File: src/assert_macros.svh
// ----------------------------------------------------------------------------
// assert_macros.svh
// Assertion macros shared by the sorted priority table RTL.
// ----------------------------------------------------------------------------
`ifndef ASSERT_MACROS_SVH
`define ASSERT_MACROS_SVH

`ifndef ASSERT_OFF

`define ASSERT_ALWAYS(lbl, clk, rst_n, expr, msg) \
  lbl: assert property (@(posedge clk) disable iff (!rst_n) (expr)) else $error(msg);

`define ASSERT_SAME(lbl, clk, rst_n, ante, cons, msg) \
  lbl: assert property (@(posedge clk) disable iff (!rst_n) (ante) |-> (cons)) \
    else $error(msg);

`define ASSERT_NEXT(lbl, clk, rst_n, ante, cons, msg) \
  lbl: assert property (@(posedge clk) disable iff (!rst_n) (ante) |=> (cons)) \
    else $error(msg);

`else

`define ASSERT_ALWAYS(lbl, clk, rst_n, expr, msg)
`define ASSERT_SAME(lbl, clk, rst_n, ante, cons, msg)
`define ASSERT_NEXT(lbl, clk, rst_n, ante, cons, msg)

`endif

`endif

File: src/spt_pkg.sv
// ----------------------------------------------------------------------------
// spt_pkg
// Types and constants of the sorted priority table.
// ----------------------------------------------------------------------------
package spt_pkg;

  localparam int DepthDefault   = 64;
  localparam int KeyBitsDefault = 16;

  typedef enum logic {
    ActInsert = 1'b0,
    ActRead   = 1'b1
  } action_e;

  typedef enum logic [1:0] {
    StOk     = 2'd0,
    StFull   = 2'd1,
    StNoRank = 2'd2
  } status_e;

  typedef struct packed {
    action_e     action;
    logic [15:0] entry_key;
    logic [15:0] entry_handle;
    logic [5:0]  rank;
  } in_word_t;

  typedef struct packed {
    status_e     status;
    logic [15:0] read_key;
    logic [15:0] read_handle;
    logic [6:0]  occupancy;
  } out_word_t;

  typedef struct packed {
    logic    load_item;
    logic    rd_at_tail;
    logic    rd_at_rank;
    logic    rd_next;
    logic    wr_shift;
    logic    wr_new_after;
    logic    wr_new_at0;
    logic    cnt_inc;
    logic    res_load;
    status_e res_status;
    logic    res_use_rd;
  } ctl_cmd_t;

  typedef struct packed {
    logic is_read;
    logic full;
    logic empty;
    logic rank_ok;
    logic greater;
    logic ptr_zero;
  } ctl_sts_t;

endpackage

File: src/spt_datapath.sv
// ----------------------------------------------------------------------------
// spt_datapath
// Entry memories, entry count, scan pointer and result register.
// ----------------------------------------------------------------------------
`include "assert_macros.svh"

module spt_datapath #(
  parameter int DEPTH    = spt_pkg::DepthDefault,
  parameter int KEY_BITS = spt_pkg::KeyBitsDefault
) (
  input  logic              clk_i,
  input  logic              rst_ni,
  input  spt_pkg::in_word_t in_word_i,
  input  spt_pkg::ctl_cmd_t cmd_i,
  output spt_pkg::ctl_sts_t sts_o,
  output spt_pkg::out_word_t out_word_o
);

  localparam int AW = $clog2(DEPTH);
  localparam int CW = $clog2(DEPTH + 1);
  localparam int XW = (CW > 6) ? CW : 6;

  logic [KEY_BITS-1:0] key_mem [DEPTH];
  logic [15:0]         hdl_mem [DEPTH];

  spt_pkg::in_word_t   item_q;
  spt_pkg::out_word_t  out_q, out_d;
  logic [CW-1:0]       count_q, count_d;
  logic [AW-1:0]       ptr_q, ptr_d;
  logic [KEY_BITS-1:0] key_rd_q;
  logic [15:0]         hdl_rd_q;

  logic [KEY_BITS-1:0] new_key;
  logic [AW-1:0]       tail;
  logic [XW-1:0]       rank_x;
  logic [XW-1:0]       count_x;
  logic                rd_en;
  logic [AW-1:0]       rd_addr;
  logic                wr_en;
  logic [AW-1:0]       wr_addr;
  logic [KEY_BITS-1:0] wr_key;
  logic [15:0]         wr_hdl;

  assign new_key = KEY_BITS'(item_q.entry_key);
  assign tail    = AW'(count_q - 1'b1);
  assign rank_x  = XW'(item_q.rank);
  assign count_x = XW'(count_q);

  always_comb begin
    rd_en   = cmd_i.rd_at_tail | cmd_i.rd_at_rank | cmd_i.rd_next;
    rd_addr = ptr_q - 1'b1;
    ptr_d   = ptr_q;
    if (cmd_i.rd_at_tail) begin
      rd_addr = tail;
      ptr_d   = tail;
    end else if (cmd_i.rd_at_rank) begin
      rd_addr = AW'(rank_x);
    end else if (cmd_i.rd_next) begin
      ptr_d = ptr_q - 1'b1;
    end
  end

  always_comb begin
    wr_en   = cmd_i.wr_shift | cmd_i.wr_new_after | cmd_i.wr_new_at0;
    wr_addr = ptr_q + 1'b1;
    wr_key  = new_key;
    wr_hdl  = item_q.entry_handle;
    if (cmd_i.wr_shift) begin
      wr_key = key_rd_q;
      wr_hdl = hdl_rd_q;
    end else if (cmd_i.wr_new_at0) begin
      wr_addr = '0;
    end
  end

  assign count_d = cmd_i.cnt_inc ? count_q + 1'b1 : count_q;

  always_comb begin
    out_d = out_q;
    if (cmd_i.res_load) begin
      out_d.status      = cmd_i.res_status;
      out_d.read_key    = cmd_i.res_use_rd ? 16'(key_rd_q) : 16'd0;
      out_d.read_handle = cmd_i.res_use_rd ? hdl_rd_q : 16'd0;
      out_d.occupancy   = 7'(count_d);
    end
  end

  always_ff @(posedge clk_i) begin
    if (wr_en) begin
      key_mem[wr_addr] <= wr_key;
      hdl_mem[wr_addr] <= wr_hdl;
    end
    if (rd_en) begin
      key_rd_q <= key_mem[rd_addr];
      hdl_rd_q <= hdl_mem[rd_addr];
    end
  end

  always_ff @(posedge clk_i) begin
    if (cmd_i.load_item) begin
      item_q <= in_word_i;
    end
    ptr_q <= ptr_d;
    out_q <= out_d;
  end

  always_ff @(posedge clk_i or negedge rst_ni) begin
    if (!rst_ni) begin
      count_q <= '0;
    end else begin
      count_q <= count_d;
    end
  end

  assign sts_o.is_read  = (item_q.action == spt_pkg::ActRead);
  assign sts_o.full     = (count_q == CW'(DEPTH));
  assign sts_o.empty    = (count_q == '0);
  assign sts_o.rank_ok  = (rank_x < count_x);
  assign sts_o.greater  = (key_rd_q > new_key);
  assign sts_o.ptr_zero = (ptr_q == '0);

  assign out_word_o = out_q;

  `ASSERT_ALWAYS(a_count_max, clk_i, rst_ni, count_q <= CW'(DEPTH), "count above depth")
  `ASSERT_NEXT(a_count_inc, clk_i, rst_ni, cmd_i.cnt_inc, count_q == $past(count_q) + 1'b1, "bad count step")
  `ASSERT_SAME(a_scan_ptr, clk_i, rst_ni, cmd_i.rd_next, ptr_q != '0, "scan below slot zero")

endmodule

File: src/spt_ctrl.sv
// ----------------------------------------------------------------------------
// spt_ctrl
// Sequencer for insert scans, rank reads and result handoff.
// ----------------------------------------------------------------------------
`include "assert_macros.svh"

module spt_ctrl (
  input  logic              clk_i,
  input  logic              rst_ni,
  input  logic              in_valid_i,
  output logic              in_stall_o,
  output logic              out_valid_o,
  input  logic              out_stall_i,
  input  spt_pkg::ctl_sts_t sts_i,
  output spt_pkg::ctl_cmd_t cmd_o
);

  typedef enum logic [5:0] {
    S_IDLE     = 6'b000001,
    S_DISPATCH = 6'b000010,
    S_SCAN     = 6'b000100,
    S_PLACE    = 6'b001000,
    S_RD_WAIT  = 6'b010000,
    S_OUT      = 6'b100000
  } state_e;

  state_e state_q, state_d;

  always_comb begin
    state_d = state_q;
    cmd_o   = '0;
    unique case (state_q)
      S_IDLE: begin
        if (in_valid_i) begin
          cmd_o.load_item = 1'b1;
          state_d         = S_DISPATCH;
        end
      end
      S_DISPATCH: begin
        if (sts_i.is_read) begin
          if (sts_i.rank_ok) begin
            cmd_o.rd_at_rank = 1'b1;
            state_d          = S_RD_WAIT;
          end else begin
            cmd_o.res_load   = 1'b1;
            cmd_o.res_status = spt_pkg::StNoRank;
            state_d          = S_OUT;
          end
        end else if (sts_i.full) begin
          cmd_o.res_load   = 1'b1;
          cmd_o.res_status = spt_pkg::StFull;
          state_d          = S_OUT;
        end else if (sts_i.empty) begin
          cmd_o.wr_new_at0 = 1'b1;
          cmd_o.cnt_inc    = 1'b1;
          cmd_o.res_load   = 1'b1;
          cmd_o.res_status = spt_pkg::StOk;
          state_d          = S_OUT;
        end else begin
          cmd_o.rd_at_tail = 1'b1;
          state_d          = S_SCAN;
        end
      end
      S_SCAN: begin
        if (sts_i.greater) begin
          cmd_o.wr_shift = 1'b1;
          if (sts_i.ptr_zero) begin
            state_d = S_PLACE;
          end else begin
            cmd_o.rd_next = 1'b1;
          end
        end else begin
          cmd_o.wr_new_after = 1'b1;
          cmd_o.cnt_inc      = 1'b1;
          cmd_o.res_load     = 1'b1;
          cmd_o.res_status   = spt_pkg::StOk;
          state_d            = S_OUT;
        end
      end
      S_PLACE: begin
        cmd_o.wr_new_at0 = 1'b1;
        cmd_o.cnt_inc    = 1'b1;
        cmd_o.res_load   = 1'b1;
        cmd_o.res_status = spt_pkg::StOk;
        state_d          = S_OUT;
      end
      S_RD_WAIT: begin
        cmd_o.res_load   = 1'b1;
        cmd_o.res_status = spt_pkg::StOk;
        cmd_o.res_use_rd = 1'b1;
        state_d          = S_OUT;
      end
      S_OUT: begin
        if (!out_stall_i) begin
          state_d = S_IDLE;
        end
      end
      default: begin
        state_d = S_IDLE;
      end
    endcase
  end

  always_ff @(posedge clk_i or negedge rst_ni) begin
    if (!rst_ni) begin
      state_q <= S_IDLE;
    end else begin
      state_q <= state_d;
    end
  end

  assign in_stall_o  = (state_q != S_IDLE);
  assign out_valid_o = (state_q == S_OUT);

  `ASSERT_NEXT(a_accept_dispatch, clk_i, rst_ni, in_valid_i && !in_stall_o, state_q == S_DISPATCH, "accept lost")
  `ASSERT_NEXT(a_result_out, clk_i, rst_ni, cmd_o.res_load, out_valid_o, "result not presented")
  `ASSERT_SAME(a_scan_state, clk_i, rst_ni, cmd_o.wr_shift, state_q == S_SCAN, "shift outside scan")

endmodule

File: src/sorted_priority_table_unit.sv
// A read with a valid rank reads that entry, then loads the result; a read past the count,
// a refused insert or an insert into an empty table loads its result at dispatch; any other
// insert reads the tail, shifts each larger-keyed entry up one slot, then writes the new entry.
// One word at a time: the next word is accepted the cycle after the result is taken.
// Reset clears the entry count and control; the entry memories are not cleared.
// ----------------------------------------------------------------------------
// sorted_priority_table_unit
// Table of key and handle entries kept in ascending key order, with rank reads.
// ----------------------------------------------------------------------------
module sorted_priority_table_unit #(
  parameter int DEPTH    = spt_pkg::DepthDefault,
  parameter int KEY_BITS = spt_pkg::KeyBitsDefault
) (
  input  logic               clk_i,
  input  logic               rst_ni,
  input  logic               in_valid_i,
  output logic               in_stall_o,
  input  spt_pkg::in_word_t  in_word_i,
  output logic               out_valid_o,
  input  logic               out_stall_i,
  output spt_pkg::out_word_t out_word_o
);

  spt_pkg::ctl_cmd_t cmd;
  spt_pkg::ctl_sts_t sts;

  spt_ctrl u_ctrl (
    .clk_i       (clk_i),
    .rst_ni      (rst_ni),
    .in_valid_i  (in_valid_i),
    .in_stall_o  (in_stall_o),
    .out_valid_o (out_valid_o),
    .out_stall_i (out_stall_i),
    .sts_i       (sts),
    .cmd_o       (cmd)
  );

  spt_datapath #(
    .DEPTH    (DEPTH),
    .KEY_BITS (KEY_BITS)
  ) u_datapath (
    .clk_i      (clk_i),
    .rst_ni     (rst_ni),
    .in_word_i  (in_word_i),
    .cmd_i      (cmd),
    .sts_o      (sts),
    .out_word_o (out_word_o)
  );

endmodule
File: config.mk
export PLATFORM = sky130hd
export DESIGN_NAME = sorted_priority_table_unit
export DESIGN_NICKNAME = d
export VERILOG_FILES = /design/src/spt_pkg.sv /design/src/spt_datapath.sv /design/src/spt_ctrl.sv /design/src/sorted_priority_table_unit.sv
export VERILOG_INCLUDE_DIRS = /design/src /design/src/src
export SDC_FILE = /design/constraint.sdc
export NUM_CORES = 2
export LEC_CHECK = 0
export ABC_AREA = 1
export BUFFER_PORTS_ARGS = -buffer_cell sky130_fd_sc_hd__buf_2
export CAP_MARGIN = 5
export CORE_MARGIN = 1.5
export CORE_UTILIZATION = 40
export CTS_CLUSTER_DIAMETER = 60
export DETAILED_ROUTE_END_ITERATION = 16
export SLEW_MARGIN = 20
export SYNTH_ARGS = -nofsm -noshare
export SYNTH_HDL_FRONTEND = slang
export SYNTH_SLANG_ARGS = --single-unit
File: constraint.sdc
create_clock -name clk_i -period 7.7 [get_ports clk_i]
set_clock_uncertainty 0.15 [all_clocks]
set_input_delay 0.77 -clock clk_i [delete_from_list [all_inputs] [get_ports clk_i]]
set_output_delay 0.77 -clock clk_i [all_outputs]
set_load 0.02 [all_outputs]
== Yosys cells after proc, flatten, opt, wreduce, memory -nomap -nowiden ==
Memory sizes are Yosys's and may differ from the RTL's. A register that Yosys moved wholly into a read port is not among the register bits.
Cells that the tools add are included.

* Multipliers: 0
* Bitwise gates (word level): 4
* Shifts and indexed selects: 0
* Equal/unequal tests: 12
* Divide/modulo/power cells: 0
* Add/sub/neg operators: 4
* Magnitude comparators: 2
* Mux-type cells: 44
* Reduce and logical (&&, ||, !) cells: 6

{| class="wikitable"
|+ Operator list
! operator !! count
|-
| 2-to-1 mux 6 bit || 15
|-
| 2-to-1 mux 16 bit || 2
|-
| case mux 6 bit (5 select lines) || 1
|-
| > comparator 16 bit || 1
|-
| 2-to-1 mux 1 bit || 12
|-
| 2-to-1 mux 3 bit || 4
|-
| subtractor 6 x 1 -> 6 bit (second input constant) || 2
|-
| case mux 3 bit (3 select lines) || 1
|-
| 2-to-1 mux 2 bit || 4
|-
| adder 7 x 1 -> 7 bit (second input constant) || 1
|-
| == test 7 bit (second input constant) || 1
|-
| logical NOT 7 bit || 1
|-
| less-than comparator 6 x 7 -> 1 bit || 1
|-
| 2-to-1 mux 7 bit || 1
|-
| adder 6 x 1 -> 6 bit (second input constant) || 1
|-
| == test 6 x 1 -> 1 bit (second input constant) || 1
|-
| == test 6 x 2 -> 1 bit (second input constant) || 1
|-
| == test 6 x 3 -> 1 bit (second input constant) || 1
|-
| == test 6 x 4 -> 1 bit (second input constant) || 1
|-
| == test 6 x 5 -> 1 bit (second input constant) || 1
|-
| == test 6 bit (second input constant) || 1
|-
| logical NOT 6 bit || 1
|-
| != test 6 x 1 -> 1 bit (second input constant) || 1
|-
| 2-to-1 mux 5 bit || 1
|-
| other kinds (11) || 15
|}

* Register bits after elaboration: 99
* Bits in writable memories: 2048
* Word-level logic and storage cells: 85
* Bits in read-only memories: 0
* Bits in latches: 0
* Input bits: 43
* Memories kept: 2
* Output and inout port bits: 43

{| class="wikitable"
|+ Memory list
! memory !! depth !! bits a word !! rd ports !! clocked after Yosys merged registers in !! write ports !! RTL line !! RTL
|-
| u_datapath.hdl_mem || 64 || 16 || 1 || 1 || 1 || spt_datapath.sv:24 || <nowiki>logic [15:0] hdl_mem [DEPTH];</nowiki>
|-
| u_datapath.key_mem || 64 || 16 || 1 || 1 || 1 || spt_datapath.sv:23 || <nowiki>logic [KEY_BITS-1:0] key_mem [DEPTH];</nowiki>
|}

== Depth between registers and ports, before layout ==
* Depth after elaboration: 8
* Mapped depth: 20
* Gate-level depth less buffers: 18

== Hierarchy ==
From an unflattened synthesis, not the netlist that was laid out.

* Cells, all modules: 8554
* Area, all modules: 96218.5 um^2

{| class="wikitable"
|+ By module, submodules not included
! module !! seq. area each (um^2) !! area each (um^2) !! instances !! cells an instance
|-
| spt_datapath || 65217.5 || 95684.3 || 1 || 8481
|-
| spt_ctrl || 151.4 || 534.3 || 1 || 73
|}

== Least setup slack after synthesis ==
OpenSTA, ideal clock, no wires.

* Path type: register to register
* From: reg u_datapath.key_rd_q[3] (read register of u_datapath.key_mem)
* To: mem u_datapath.hdl_mem[0][0], data pin
* Path slack: 2.361 ns
* Library setup time: 0.702 ns
* Cell stages (with the launch flop): 13
* Data arrival time: 4.487 ns
* Required time: 6.848 ns
* Buffers on the path: 1
* Period minus slack after synthesis: 5.339 ns
* Cells stage by stage: edfxtp_1 ha_1 inv_1 o31ai_1 nand2_1 o211ai_1 nand2_1 o2111ai_1 nand2_1 nor2_1 clkinv_1 clkbuf_1 o21ai_0

* Cells in the longest elaborated chain, start to end: 4

{| class="wikitable"
|+ Ends and longest elaborated chain
! what !! RTL line !! RTL
|-
| start: declaration || spt_datapath.sv:30 || <nowiki>logic [KEY_BITS-1:0] key_rd_q;</nowiki>
|-
| > comparator 16 bit || spt_datapath.sv:119 || <nowiki>assign sts_o.greater = (key_rd_q > new_key);</nowiki>
|-
| 2-to-1 mux 2 bit || spt_ctrl.sv:65 || <nowiki>if (sts_i.greater) begin</nowiki>
|-
| 2-to-1 mux 3 bit || spt_ctrl.sv:32 || <nowiki>unique case (state_q)</nowiki>
|-
| 2-to-1 mux 16 bit || spt_datapath.sv:68 || <nowiki>if (cmd_i.wr_shift) begin</nowiki>
|-
| named net u_datapath.wr_hdl[0] || spt_datapath.sv:42 || <nowiki>logic [15:0] wr_hdl;</nowiki>
|-
| end: declaration || spt_datapath.sv:24 ||
|}

The timed path passes the listed nets, and every way through them passes these cells.

== Worst setup path after layout ==
* From: reg u_datapath.count_q[4]
* To: reg u_datapath.key_rd_q[10] (read register of u_datapath.key_mem), data pin

* Cells in the longest elaborated chain, start to end: 7
* Elaborated cells between the ends (all ways): 14
* Classes of those cells: add/sub (1); order compare (1); eq/ne (1); mux (8); bitwise (2); reduce/logical (1)

{| class="wikitable"
|+ Ends and longest elaborated chain
! what !! RTL line !! RTL
|-
| start: declaration || spt_datapath.sv:28 || <nowiki>logic [CW-1:0] count_q, count_d;</nowiki>
|-
| start signal: assignment || spt_datapath.sv:111 || <nowiki>count_q <= count_d;</nowiki>
|-
| branches (longest 7 deep; another with less-than comparator 6 x 7 -> 1 bit) || - ||
|}

Parallel ways; which one is timed is not known.
A chain may end at the register's enable or synchronous reset.

==> results.md <==
- Measured along the y axis, the die boundary spans 499 um.
- Counting instances, the worst hold path has a depth of 1.
- For this block, wires on met1 add up to 120000 um.
- Of all flip-flops after synthesis, the portion carrying an async set or reset was 0.00597.
- The clock passes through at most 3 buffers.
- Cell internal power was estimated by the tool at 21800 uW.
- The power density normalized to cell area is 288 mW/mm2.
- Pin placement for this block handled 86 I/O pins.
- The floorplan step set the die width to 499 um.
- After synthesis, the largest family of logic cells by area is simple AND/OR/NAND/NOR gates.
- The number of routed nets with antenna violations is 0.
- Of the total power, combinational logic draws 0.216.
- Summing every instance area after synthesis gives 0.0983 mm2.
- The via count of the first global-routing pass is 66900.
- The final HPWL from detailed placement is 157000 um.
- The net count reported at finish is 9321.
- After detailed routing, the number of remaining DRC violations is 0.
- The number of buffers inserted by post-CTS setup repair is 0.
- The count of flip-flops with a built-in enable after synthesis is 2166.
- Headroom to the max-slew limit came out at 0.178.
- The floorplan step defined a die boundary enclosing 0.249 mm2.
- Of the total synthesized cell area, the portion taken by full adders, half adders and majority gates is 0.00318.
- Including well taps, the total number of placed cells is 12200.
- Of the total power, the clock network draws 0.340.
- The clock net in this run drives a total of 2179 sinks.
- The clock root buffer is sky130_fd_sc_hd__clkbuf_16.
- The area growth from synthesis to layout is 12.0%.
- The area fraction in compound gates after synthesis is 0.00653.
- The cell taking the most area after synthesis is sky130_fd_sc_hd__edfxtp_1.
- The net count after synthesis is 9452.
- The post-layout utilization of the core is 0.452.
- By area the synthesized netlist is led by sky130_fd_sc_hd__edfxtp_1 (66%), sky130_fd_sc_hd__nand3_1 (9.9%), sky130_fd_sc_hd__inv_1 (8.0%), sky130_fd_sc_hd__nand4_1 (6.2%), sky130_fd_sc_hd__nand2_1 (4.6%).
- The total overflow reported by the global router is 0.
- The count of H-tree levels built during CTS is 4.
- The count of unique library cells instantiated by Yosys is 39.
- The count of max-cap constraint violations is 0.
- A synthesized cell averages 10.5 um2.
- Counting stages on the worst path, the most repeated cell is sky130_fd_sc_hd__nand3_1.
- The routability congestion estimate is 0.852.
- The Yosys step of the flow raised 0 warnings.
- Of the total synthesized cell area, the portion taken by XOR and XNOR cells is 0.00134.
- In the synthesized netlist, the cells that appear most often are sky130_fd_sc_hd__edfxtp_1 (2166), sky130_fd_sc_hd__inv_1 (2083), sky130_fd_sc_hd__nand3_1 (1939).
- Across the VDD grid, the largest voltage drop is 247 uV.
- For the worst flop-to-flop path, the logic depth is 16.
- The number of input and output port buffers inserted is 85.
- The total clock buffers created by CTS is 218.
- The number of slew-limit violations in the final report is 0.
- Of the available clock period, the critical path in the final layout requires 0.702.
- Dividing the detail-routed via count by the number of cells gives 5.58.
- The maximum number of pins on one net before global-route repair is 205.
- The kind of path behind the tightest hold check is in -> reg.
- Setup violations remaining at the end of the flow were counted as 0.
- The transition time at the pin with the least slew margin is 1.23 ns.
- The number of antenna violations at the first check in global routing came to 3.
- The most common cell in the synthesized netlist is sky130_fd_sc_hd__edfxtp_1.
- The wire length of the first global-routing pass is 438000 um.
- After detailed routing, the met3 layer carries 24000 um of wire.
- For this run, the top clock speed supported by timing is 185 MHz.
- For this design the static power due to leakage is 0.0451 uW.
- The sequential-to-total area share from yosys stat is 0.665.
- The worst path arrival time is 5.88 ns.
- The number of hold violations in the final report is 0.
- The most used flip-flop cell after synthesis is sky130_fd_sc_hd__edfxtp_1.
- In this run the core area contains 181 standard-cell rows.
- The slowest stage of the critical path belongs to the cell sky130_fd_sc_hd__buf_12.
- The number of standard cells after synthesis is 9384.
- In the global route stage, overall resource usage came out at 0.232.
- The initial cell density of the core is 0.403.
- The setup TNS is 0 ns.
- The final routed wirelength across all metal layers is 294000 um.
- STA classifies the critical path startpoint as a register.
- The analysis attributes to net switching a power of 9920 uW.
- Of the total power, registers draw 0.444.
- The floorplan step defined a core boundary enclosing 0.244 mm2.
- The clock slew at the register clock pins of the worst setup and hold paths is 0.06 ns.
- Of all nets on the critical path, the largest fanout is 204.
- The critical path goes through inv_1, ha_1, nand2_1, nand2_1, a21oi_1, nand3_2, nand3_4, buf_12, buf_12, nand4_1, nand3_1, nand3_1, nand3_1, nand3_1, nand3_1, nand2_1.
- In this design, the stage delay of the slowest critical-path cell is 0.59 ns.
- For the worst-skew pair, the clock arrives at the later sink with an insertion delay of 0.88 ns.
- Of the total power, the share spent switching nets is 0.313.
- The share of synthesized area in the top cell type comes to 0.662.
- The simple-gate area share of the yosys netlist is 0.214.
- The detailed router finished its first iteration with 8246 violations.
- The final cell count without fillers is 12600.
- The share of cells above drive strength 1 is 0.0757.
- Setup repair after global routing left no endpoint under its margin.
- The endpoint type of the worst setup path is a register.
- TritonCTS built the clock tree.
- The final critical-path required period is 5.41 ns.
- The flip-flop and latch count after synthesis is 2179.
- The uppermost layer routed is met5.
- The flow ran to the end, and the final reports show no timing, DRC or antenna violations.
- Before antenna repair, the detailed router went through 8 iterations.
- The total number of vias is 70500.
- Summed over all nets, wire length on met2 after detailed routing comes to 138000 um.
- The final hold slack is 0.0435 ns.
- STA puts the critical path data required time at 8.17 ns.
- The critical path start-end classification is reg -> reg.
- The multiplexer share of the synthesized area is 0.
- After detailed routing, the average wire length per cell comes to 23.3 um.
layer usage:
metal | global-route usage | up-vias
li1 | - | 31800
met3 | 0.0317 | 568
met4 | 0.100 | 2
met1 | 0.314 | 34700
met5 | 0 | -
met2 | 0.374 | 3436
cells in the final DEF (no fill, tap or decap), drive strengths merged:
cell,instances
a211oi,1
a21boi,1
a21oi,12
and2,1
buf,283
bufinv,27
clkbuf,266
clkinv,95
clkinvlp,6
dfrtp,12
dfstp,1
diode,4
dlygate4sd3,33
edfxtp,2166
ha,25
inv,2098
nand2,1218
nand3,1944
nand4,972
nor2,125
nor3,18
nor4,5
o2111ai,1
o211ai,1
o21a,1
o21ai,105
o22ai,1
o31ai,1
or2,1
xnor2,2
xor2,13
worst max-delay path, delay by kind of cell, from the launching register on:
kind / cells / cell delay (ns)
adder cells (fa/ha/maj): 1 / 0.33
buffers and inverters: 3 / 1.23
AO/OA/AOI/OAI: 1 / 0.34
AND/OR/NAND/NOR: 11 / 2.10
flip-flops: 1 / 0.43
worst paths after layout:
path | slack, ns | startpoint | to
max in group asynchronous | 6.80 | rst_ni | u_datapath.count_q[1]
setup / recovery | 2.29 | u_datapath.count_q[4] | u_datapath.key_rd_q[10]
hold reg to reg | 0.48 | u_ctrl.state_q[1] | u_ctrl.state_q[0]
hold / removal | 0.04 | in_word_i[3] | u_datapath.item_q[3]
setup reg to reg | 2.29 | u_datapath.count_q[4] | u_datapath.key_rd_q[10]
min in group asynchronous | 0.28 | rst_ni | u_ctrl.state_q[2]
repair_timing:
action	CTS	global route
hold buffers	33	0
resized for setup	0	0
hold endpoints to repair	45	0
power groups by stage:
stage,clock [uW],sequential (uW),combinational [uW]
CTS,10900,14100,6770
finish,10800,14100,6850
global route,11300,14100,7360
detailed placement,0,14300,6730
floorplan,0,14400,4060
global placement,0,14300,6650
cells by family (layout without fill, tap and decap cells):
family | count (synthesis) | in the layout
AO/OA/AOI/OAI | 124 | 124
XOR/XNOR | 15 | 15
adder cells (fa/ha/maj) | 25 | 25
buffers and inverters | 2757 | 2808
flip-flops | 2179 | 2179
other | 0 | 4
AND/OR/NAND/NOR | 4284 | 4284
area by class of cell:
class / instances / area, um2
Timing Repair Buffer: 316 / 2590
Clock inverter: 136 / 1460
Clock buffer: 266 / 5700
Tap cell: 3202 / 4010
Sequential cell: 2179 / 65400
Fill cell: 22100 / 134000
Inverter: 2090 / 7860
Multi-Input combinational cell: 4448 / 23100
Antenna cell: 4 / 10.0
through the flow:
| stage | worst slack (ns) | total power [uW] | instance area, um2 |
|---|---|---|---|
| floorplan | 2.36 | 18500 | 98300 |
| global placement | 2.41 | 21000 | 103000 |
| detailed placement | 2.31 | 21100 | 103000 |
| CTS | 2.29 | 31700 | 110000 |
| global route | 2.19 | 32800 | 110000 |
| finish | 2.29 | 31700 | 110000 |
sequential cells by signal, indices dropped and copies added (netlist names):
signal                 flops
u_datapath.item_q         22
u_datapath.hdl_mem      1024
u_ctrl.state_q             6
u_datapath.ptr_q           6
u_datapath.key_rd_q       16
u_datapath.out_word_o     41
u_datapath.sts_o           1
u_datapath.hdl_rd_q       16
u_datapath.key_mem      1024
u_datapath.new_key        16
u_datapath.count_q         7
(Power assumes the default switching activity.)
